### src/hw/rtl/pcxrle_pkg.sv
// Shared types and constants for the PCX run-length pixel decoder.
// Used by the controller, the datapath and the top level.
package pcxrle_pkg;

    // Field widths fixed by the byte format and the pixel counters
    localparam int BYTE_W  = 8;
    localparam int LEN_W   = 6;
    localparam int TOTAL_W = 21;
    localparam int INDEX_W = 20;

    // Count byte: both top bits set, run length in the low six bits
    localparam logic [BYTE_W-1:0] CNT_MARK = 8'hC0;
    localparam logic [BYTE_W-1:0] LEN_MASK = 8'h3F;

    // Status from datapath to controller
    typedef struct packed {
        logic out_free;    // output register empty or being taken now
        logic full;        // image already complete
        logic pending;     // count byte seen, value byte due
        logic count_byte;  // current byte is a run count (and not final)
        logic len_zero;    // clipped run length is zero
        logic len_one;     // clipped run length is one
        logic left_one;    // one run pixel left to emit
    } t_status;

    // Commands from controller to datapath
    typedef struct packed {
        logic emit_in;       // emit one pixel from the input byte
        logic emit_last;     // last-of-burst flag for emit_in
        logic run_start;     // latch run value and remaining count
        logic emit_run;      // emit one pixel from the run registers
        logic set_pending;   // latch count byte
        logic clear_pending; // drop pending run
    } t_cmd;

endpackage

### src/hw/rtl/pcx_rle_pixel_decoder.sv
// PCX run-length pixel decoder, top level.
// The first pixel word of an accepted byte is registered and valid in the cycle after.
// Throughput: literal bytes one per cycle unless the output stalls; a run holds
// input after its value byte, one run-counter pixel per cycle unless stalled.
// Reset (synchronous, active low) clears counters and pending run, total = 1.
module pcx_rle_pixel_decoder #(
    parameter int unsigned MAX_PIXELS = 1048576
) (
    input  logic                           i_clk,
    input  logic                           i_rst_n,
    input  logic                           i_cfg_we,
    input  logic [pcxrle_pkg::TOTAL_W-1:0] i_cfg_wdata,
    input  logic                           i_in_valid,
    output logic                           o_in_stall,
    input  logic [pcxrle_pkg::BYTE_W-1:0]  i_data_byte,
    input  logic                           i_final_byte,
    output logic                           o_out_valid,
    input  logic                           i_out_stall,
    output logic [pcxrle_pkg::BYTE_W-1:0]  o_pixel_value,
    output logic [pcxrle_pkg::INDEX_W-1:0] o_pixel_index,
    output logic                           o_last_of_burst,
    output logic                           o_image_full
);

    pcxrle_pkg::t_status status;
    pcxrle_pkg::t_cmd    cmd;

    // Sequencer
    pcxrle_ctrl u_ctrl (
        .i_clk      (i_clk),
        .i_rst_n    (i_rst_n),
        .i_in_valid (i_in_valid),
        .i_status   (status),
        .o_in_stall (o_in_stall),
        .o_cmd      (cmd)
    );

    // Counters, run registers and output word
    pcxrle_dpath #(
        .MAX_PIXELS (MAX_PIXELS)
    ) u_dpath (
        .i_clk           (i_clk),
        .i_rst_n         (i_rst_n),
        .i_cfg_we        (i_cfg_we),
        .i_cfg_wdata     (i_cfg_wdata),
        .i_data_byte     (i_data_byte),
        .i_final_byte    (i_final_byte),
        .i_out_stall     (i_out_stall),
        .i_cmd           (cmd),
        .o_status        (status),
        .o_out_valid     (o_out_valid),
        .o_pixel_value   (o_pixel_value),
        .o_pixel_index   (o_pixel_index),
        .o_last_of_burst (o_last_of_burst),
        .o_image_full    (o_image_full)
    );

endmodule

### src/hw/rtl/pcxrle_ctrl.sv
// Controller for the PCX run-length pixel decoder.
// Depends on pcxrle_pkg for the command and status structs.
module pcxrle_ctrl (
    input  logic               i_clk,
    input  logic               i_rst_n,
    input  logic               i_in_valid,
    input  pcxrle_pkg::t_status i_status,
    output logic               o_in_stall,
    output pcxrle_pkg::t_cmd   o_cmd
);

    localparam logic ST_IDLE = 1'b0;
    localparam logic ST_RUN  = 1'b1;

    logic r_state;
    logic n_state;
    logic accept;

    // Input is taken only between runs and when the output slot frees up
    assign o_in_stall = (r_state == ST_RUN) || !i_status.out_free;
    assign accept     = i_in_valid && !o_in_stall;

    // Next state and commands
    always_comb begin
        n_state = r_state;
        o_cmd   = '0;
        unique case (r_state)
            ST_IDLE: begin
                if (accept) begin
                    if (i_status.full) begin
                        o_cmd.clear_pending = 1'b1;
                    end else if (i_status.pending) begin
                        o_cmd.clear_pending = 1'b1;
                        if (!i_status.len_zero) begin
                            o_cmd.emit_in   = 1'b1;
                            o_cmd.emit_last = i_status.len_one;
                            if (!i_status.len_one) begin
                                o_cmd.run_start = 1'b1;
                                n_state         = ST_RUN;
                            end
                        end
                    end else if (i_status.count_byte) begin
                        o_cmd.set_pending = 1'b1;
                    end else begin
                        o_cmd.emit_in   = 1'b1;
                        o_cmd.emit_last = 1'b1;
                    end
                end
            end
            ST_RUN: begin
                if (i_status.out_free) begin
                    o_cmd.emit_run = 1'b1;
                    if (i_status.left_one) begin
                        n_state = ST_IDLE;
                    end
                end
            end
            default: begin
                n_state = ST_IDLE;
            end
        endcase
    end

    // State register
    always_ff @(posedge i_clk) begin
        if (!i_rst_n) begin
            r_state <= ST_IDLE;
        end else begin
            r_state <= n_state;
        end
    end

endmodule

### src/hw/rtl/pcxrle_dpath.sv
// Datapath for the PCX run-length pixel decoder: counters, run registers,
// pixel limit and the output register. Depends on pcxrle_pkg.
module pcxrle_dpath #(
    parameter int unsigned MAX_PIXELS = 1048576
) (
    input  logic                                i_clk,
    input  logic                                i_rst_n,
    input  logic                                i_cfg_we,
    input  logic [pcxrle_pkg::TOTAL_W-1:0]      i_cfg_wdata,
    input  logic [pcxrle_pkg::BYTE_W-1:0]       i_data_byte,
    input  logic                                i_final_byte,
    input  logic                                i_out_stall,
    input  pcxrle_pkg::t_cmd                    i_cmd,
    output pcxrle_pkg::t_status                 o_status,
    output logic                                o_out_valid,
    output logic [pcxrle_pkg::BYTE_W-1:0]       o_pixel_value,
    output logic [pcxrle_pkg::INDEX_W-1:0]      o_pixel_index,
    output logic                                o_last_of_burst,
    output logic                                o_image_full
);

    // Limit clipped to what the total register can express
    localparam int unsigned TOTAL_MAX = (1 << pcxrle_pkg::TOTAL_W) - 1;
    localparam int unsigned MAX_CLIP  = (MAX_PIXELS > TOTAL_MAX) ? TOTAL_MAX : MAX_PIXELS;
    localparam logic [pcxrle_pkg::TOTAL_W-1:0] LIM_CAP = MAX_CLIP[pcxrle_pkg::TOTAL_W-1:0];

    logic [pcxrle_pkg::TOTAL_W-1:0] r_pixel_total;
    logic [pcxrle_pkg::TOTAL_W-1:0] r_done;
    logic                           r_pending;
    logic [pcxrle_pkg::LEN_W-1:0]   r_count;
    logic [pcxrle_pkg::LEN_W-1:0]   r_left;
    logic [pcxrle_pkg::BYTE_W-1:0]  r_run_val;
    logic                           r_out_valid;
    logic [pcxrle_pkg::BYTE_W-1:0]  r_out_value;
    logic [pcxrle_pkg::INDEX_W-1:0] r_out_index;
    logic                           r_out_last;
    logic                           r_out_full;

    logic [pcxrle_pkg::TOTAL_W-1:0] lim;
    logic [pcxrle_pkg::TOTAL_W-1:0] room;
    logic [pcxrle_pkg::TOTAL_W-1:0] done_inc;
    logic [pcxrle_pkg::LEN_W-1:0]   run_len;
    logic [pcxrle_pkg::LEN_W-1:0]   byte_len;
    logic                           emit;

    // Effective limit, room left, clipped run length
    assign lim      = (r_pixel_total > LIM_CAP) ? LIM_CAP : r_pixel_total;
    assign room     = lim - r_done;
    assign done_inc = r_done + {{(pcxrle_pkg::TOTAL_W-1){1'b0}}, 1'b1};
    assign run_len  = ({{(pcxrle_pkg::TOTAL_W-pcxrle_pkg::LEN_W){1'b0}}, r_count} > room)
                      ? room[pcxrle_pkg::LEN_W-1:0] : r_count;
    assign byte_len = i_data_byte[pcxrle_pkg::LEN_W-1:0]
                      & pcxrle_pkg::LEN_MASK[pcxrle_pkg::LEN_W-1:0];
    assign emit     = i_cmd.emit_in || i_cmd.emit_run;

    // Status to controller
    assign o_status.out_free   = !r_out_valid || !i_out_stall;
    assign o_status.full       = (r_done >= lim);
    assign o_status.pending    = r_pending;
    assign o_status.count_byte = ((i_data_byte & pcxrle_pkg::CNT_MARK) == pcxrle_pkg::CNT_MARK)
                                 && !i_final_byte;
    assign o_status.len_zero   = (run_len == '0);
    assign o_status.len_one    = (run_len == {{(pcxrle_pkg::LEN_W-1){1'b0}}, 1'b1});
    assign o_status.left_one   = (r_left == {{(pcxrle_pkg::LEN_W-1){1'b0}}, 1'b1});

    // Config register, counters and run state
    always_ff @(posedge i_clk) begin
        if (!i_rst_n) begin
            r_pixel_total <= {{(pcxrle_pkg::TOTAL_W-1){1'b0}}, 1'b1};
            r_done        <= '0;
            r_pending     <= 1'b0;
            r_count       <= '0;
            r_left        <= '0;
        end else begin
            if (i_cfg_we) begin
                r_pixel_total <= i_cfg_wdata;
            end
            if (emit) begin
                r_done <= done_inc;
            end
            if (i_cmd.set_pending) begin
                r_pending <= 1'b1;
                r_count   <= byte_len;
            end else if (i_cmd.clear_pending) begin
                r_pending <= 1'b0;
            end
            if (i_cmd.run_start) begin
                r_left <= run_len - {{(pcxrle_pkg::LEN_W-1){1'b0}}, 1'b1};
            end else if (i_cmd.emit_run) begin
                r_left <= r_left - {{(pcxrle_pkg::LEN_W-1){1'b0}}, 1'b1};
            end
        end
    end

    // Run value is payload only
    always_ff @(posedge i_clk) begin
        if (i_cmd.run_start) begin
            r_run_val <= i_data_byte;
        end
    end

    // Output word valid flag
    always_ff @(posedge i_clk) begin
        if (!i_rst_n) begin
            r_out_valid <= 1'b0;
        end else if (emit) begin
            r_out_valid <= 1'b1;
        end else if (!i_out_stall) begin
            r_out_valid <= 1'b0;
        end
    end

    // Output word payload
    always_ff @(posedge i_clk) begin
        if (emit) begin
            r_out_value <= i_cmd.emit_run ? r_run_val : i_data_byte;
            r_out_index <= r_done[pcxrle_pkg::INDEX_W-1:0];
            r_out_last  <= i_cmd.emit_run ? o_status.left_one : i_cmd.emit_last;
            r_out_full  <= (done_inc == lim);
        end
    end

    assign o_out_valid     = r_out_valid;
    assign o_pixel_value   = r_out_value;
    assign o_pixel_index   = r_out_index;
    assign o_last_of_burst = r_out_last;
    assign o_image_full    = r_out_full;

endmodule

### config.mk
export PLATFORM = sky130hd
export DESIGN_NAME = pcx_rle_pixel_decoder
export DESIGN_NICKNAME = d
export VERILOG_FILES = /design/src/hw/rtl/pcxrle_pkg.sv /design/src/hw/rtl/pcx_rle_pixel_decoder.sv /design/src/hw/rtl/pcxrle_ctrl.sv /design/src/hw/rtl/pcxrle_dpath.sv
export SDC_FILE = /design/constraint.sdc
export NUM_CORES = 1
export LEC_CHECK = 0
export BUFFER_PORTS_ARGS = -buffer_cell sky130_fd_sc_hd__buf_2
export CORE_MARGIN = 10
export CORE_UTILIZATION = 45
export CTS_CLUSTER_SIZE = 14
export DETAILED_ROUTE_END_ITERATION = 10
export GPL_TIMING_DRIVEN = 0
export SETUP_SLACK_MARGIN = 0.05
export SLEW_MARGIN = 20
export SYNTH_ARGS = -nofsm -noshare
export SYNTH_HDL_FRONTEND = slang
export SYNTH_SLANG_ARGS = --single-unit
export TNS_END_PERCENT = 50
### constraint.sdc
create_clock -name i_clk -period 7.6 [get_ports i_clk]
set_input_delay 1.52 -clock i_clk [delete_from_list [all_inputs] [get_ports i_clk]]
set_output_delay 1.52 -clock i_clk [all_outputs]
set_load 0.02 [all_outputs]
==> results list <==
- Outcome: complete, no violations
- Total vias in the final route: approximately 5,300
- Setup WS post-layout: roughly 2.1 ns
- Count of endpoints failing setup in the final report: 0
- The library cell used most frequently in the layout, excluding fill and tap cells, is buf_2.
- Post-layout utilization of the core: a little over half
- In this run the worst path has a maximum fanout of 30.
- Global routing used ~18% of the available tracks across all layers.
- For this design, the slowest cell found on the critical path is dfxtp_1.
- Measured along the x axis, the die boundary spans around 140 um.
- Avg WL per Cell: about 18 um
- Final Hold Fails: 0
- The filler cells instantiated in the layout total between 1,000 and 1,500.
- Syn-to-layout area delta: 13.9%
- In the final layout, the multi-input gates occupy roughly 0.0036 mm^2.
- Cts repair resizes: 0
- Max-cap violations: 0
- GR Overflow Total: 0
* Detailed-route vias per instance: 5.63
* Final wirelength: 16,700 um
- Number of storage elements in the synthesis netlist: between 90 and 100
* Max Slew Vio Count: 0
- Setup slack at placement: roughly 1.7 ns
- The placed instances occupy a cell area of roughly 0.0067 mm^2.
- Half-perimeter wire length after detailed placement: around 13,000 um
- After layout, the worst path uses roughly 73% of the clock period.
- After floorplanning, the core was divided into 42 placement rows.
- Pin placement for this block handled 67 I/O pins.
- The congestion estimate from routability-driven global placement came to approximately 0.95.
- Maximum number of pins on one net before global-route repair: 31
- Switching pwr: between 0.4 and 0.5 mW
- In the final timing run, aggregate negative setup slack is 0 ns.
- Min-Delay Path Class: register to register
- The finished cells cover around 0.007 mm^2.
- Final Total Pwr: around 1.4 mW
* Crit path launch type: register
* Met3 Use GR: around 3.4%
- Clock-pin slew was measured on the worst setup and hold paths at approximately 0.07 ns.
- After the first detailed-routing iteration, the DRC count stood at 401.
* Pint: roughly 0.96 mW
* Max Clock Freq: between 150 and 200 MHz
* Reg area: around 0.0023 mm^2
* Total of buffers placed on input and output ports: 64
* Synthesized instance count: roughly 680
- After synthesis, the share of flip-flops with an asynchronous set or reset is 0%.
- Actual transition at the worst max-transition pin: 0.996 ns
- The net count of the finished layout is ~820.
- Slew headroom: about a third
- Core Region: 0.0133 mm^2
* Share of post-route cells with drive strength above 1: 13.4%
* Num Clock Sinks: between 90 and 100
- After clock tree synthesis, the setup repair step added 0 buffers.
- When the netlist entered floorplanning its net count stood at 747.
- Final critical delay including setup and external delays: 5.54 ns
- Max Root-Sink Buffers: 2
- Fin Clk Skew: ~0.007 ns
- In the layout the commonest cells are buf_2 (66), nand2_1 (63), dfxtp_1 (57).
- Maximum level of the CTS H-tree: 3
* Main flop type after synthesis: dfxtp_1
* Relative contribution of sequential cells to total power: just over 40%
* Critical path required time: around 7.6 ns
- Unrepaired setup endpoints after global routing: false
- In this run, CTS created clock tree buffers numbering 9.
- Yosys printed 0 warnings.
* Vertical die dimension: approximately 140 um
- In this run, distinct cell masters in the synthesized netlist total between 60 and 70.
- For this configuration, the core starts out at a cell density of approximately 46%.
- Once detail routing completed, the nets flagged for antenna violations numbered 0.
- Static Leak: approximately 2.9 nW
- Initial antenna violation count: 0
- STA classifies the critical path endpoint as a register.
* Final Non-Filler Cells: approximately 940
* Wire length of the first global-routing pass: around 26,000 um
- Including well taps, the total number of placed cells is approximately 920.
- In this run the power density over the cells is between 150 and 200 mW/mm^2.
* Antenna fix cells: 0
* Switching power share of the total: 31.6%
- After detailed routing, the number of remaining DRC violations is 0.
* Global-route met2 utilization: roughly a quarter
* Via count of the first global-routing pass: between 4,000 and 5,000
- Worst-Skew Late Latency: around 0.35 ns
- The tree is rooted in a clkbuf_16.
* Global-route met1 utilization: between 20% and 30%
- Count of flip-flops with a built-in enable after synthesis: 38
- Critical Path AT: between 5 and 6 ns
- Part of the power in the clock network: around a third
- Number of hold-repair buffers added at the cts stage: 0
- Worst stage delay on the critical path: approximately 0.41 ns
- Syn avg cell area: between 9 and 10 um^2
- The die covers ~0.019 mm^2.
- By startpoint and endpoint, the worst setup path is classified as register to register.
- Before antenna repair, the detailed router went through 5 iterations.
- Worst hold margin: approximately 0.51 ns
- TritonCTS clock tree: done
- Fraction of power consumed by combinational cells: 24.8%
* Share of the yosys chip area belonging to registers: 37.1%
- met2 is the most crowded layer.
- Summed instance area of the synthesized netlist: 0.00615 mm^2
- The signal on the critical path passes through buf_1, nand2b_1, inv_1, ha_1, nand2b_1, a21oi_1, nor2_1, xnor2_1, inv_1, ha_1, o21a_1, a21o_1, o221ai_1, or3_1, a311oi_1, nand4_2, mux2_4, a21oi_4, buf_4, inv_2.
- Maximum vdd drop: roughly 0.1 mV
-- power by group through the flow --
stage               logic, mW  registers [mW]  clock network (mW)
CTS                     0.346           0.575               0.486
finish                  0.348           0.574               0.478
global route            0.384           0.577               0.506
detailed placement      0.345           0.586                   0
floorplan               0.230           0.604                   0
global placement        0.340           0.585                   0
-- cell type report --
type                       instances  area share (%)
multi-input combinational        524            51.7
sequential                        95            32.6
timing repair buffer              64            4.57
clock buffer                       9            3.21
tap                              176            3.14
inverter                          37            1.98
buffer                            25            1.59
clock inverter                     7            1.29
-- worst max-delay path: cells and delay by family (launching register included) --
family | cells | cell delay (ns)
adder cells (fa/ha/maj) | 2 | 0.63
multiplexers | 1 | 0.39
XOR/XNOR | 1 | 0.31
AND/OR/NAND/NOR | 5 | 1.05
AO/OA/AOI/OAI | 6 | 1.32
flip-flops | 1 | 0.41
buffers and inverters | 5 | 1.11
-- per-layer routing --
| layer | part of all wire, % | up-vias |
|---|---|---|
| li1 | - | 2617 |
| met1 | 50 | 2501 |
| met2 | 43 | 136 |
| met3 | 5.7 | 24 |
| met4 | 2.0 | 0 |
| met5 | 0 | - |
-- logic make-up (layout without fill, tap and decap cells) --
kind of cell             count (synthesis)  in the layout  synth area share (%)
AO/OA/AOI/OAI                          149            149                  15.8
XOR/XNOR                                49             49                  7.20
adder cells (fa/ha/maj)                 31             31                  6.43
buffers and inverters                   62            142                  4.07
flip-flops                              95             95                  37.1
multiplexers                            49             49                  8.21
AND/OR/NAND/NOR                        246            246                  21.2
-- state kept, by name, indices dropped and copies added (netlist names) --
name                     cells
u_dpath.r_left               6
u_dpath.r_pixel_total       21
u_dpath.r_pending            1
u_dpath.r_run_val            8
u_dpath.o_out_valid          1
u_dpath.r_count              6
u_dpath.o_pixel_value        8
u_dpath.o_last_of_burst      1
u_dpath.o_image_full         1
u_dpath.o_pixel_index       20
u_dpath.r_done              21
u_ctrl.r_state               1
-- synth_stat cells (all sizes together), types with 14 or more instances --
library cell	instances	area (um^2)
or3	16	100
nand3	26	130
inv	37	139
dfxtp	57	1140
clkbuf	17	63.8
mux2i	40	400
xnor2	39	342
ha	30	375
a21boi	14	105
nor2	26	97.6
nand2	63	236
o21ai	38	190
nor2b	44	275
a21oi	37	200
edfxtp	38	1140
-- final timing paths --
check | cells past startpoint | endpoint | startpoint | slack, ns
min reg2reg | 0 | u_dpath.o_pixel_index[7] | u_dpath.r_done[7] | 0.51
max reg2reg | 20 | u_dpath.o_pixel_index[0] | u_dpath.r_pixel_total[20] | 2.06
max | 20 | u_dpath.o_pixel_index[0] | u_dpath.r_pixel_total[20] | 2.06
min | 0 | u_dpath.o_pixel_index[7] | u_dpath.r_done[7] | 0.51
No activity file was read; power rests on OpenSTA's default activity.
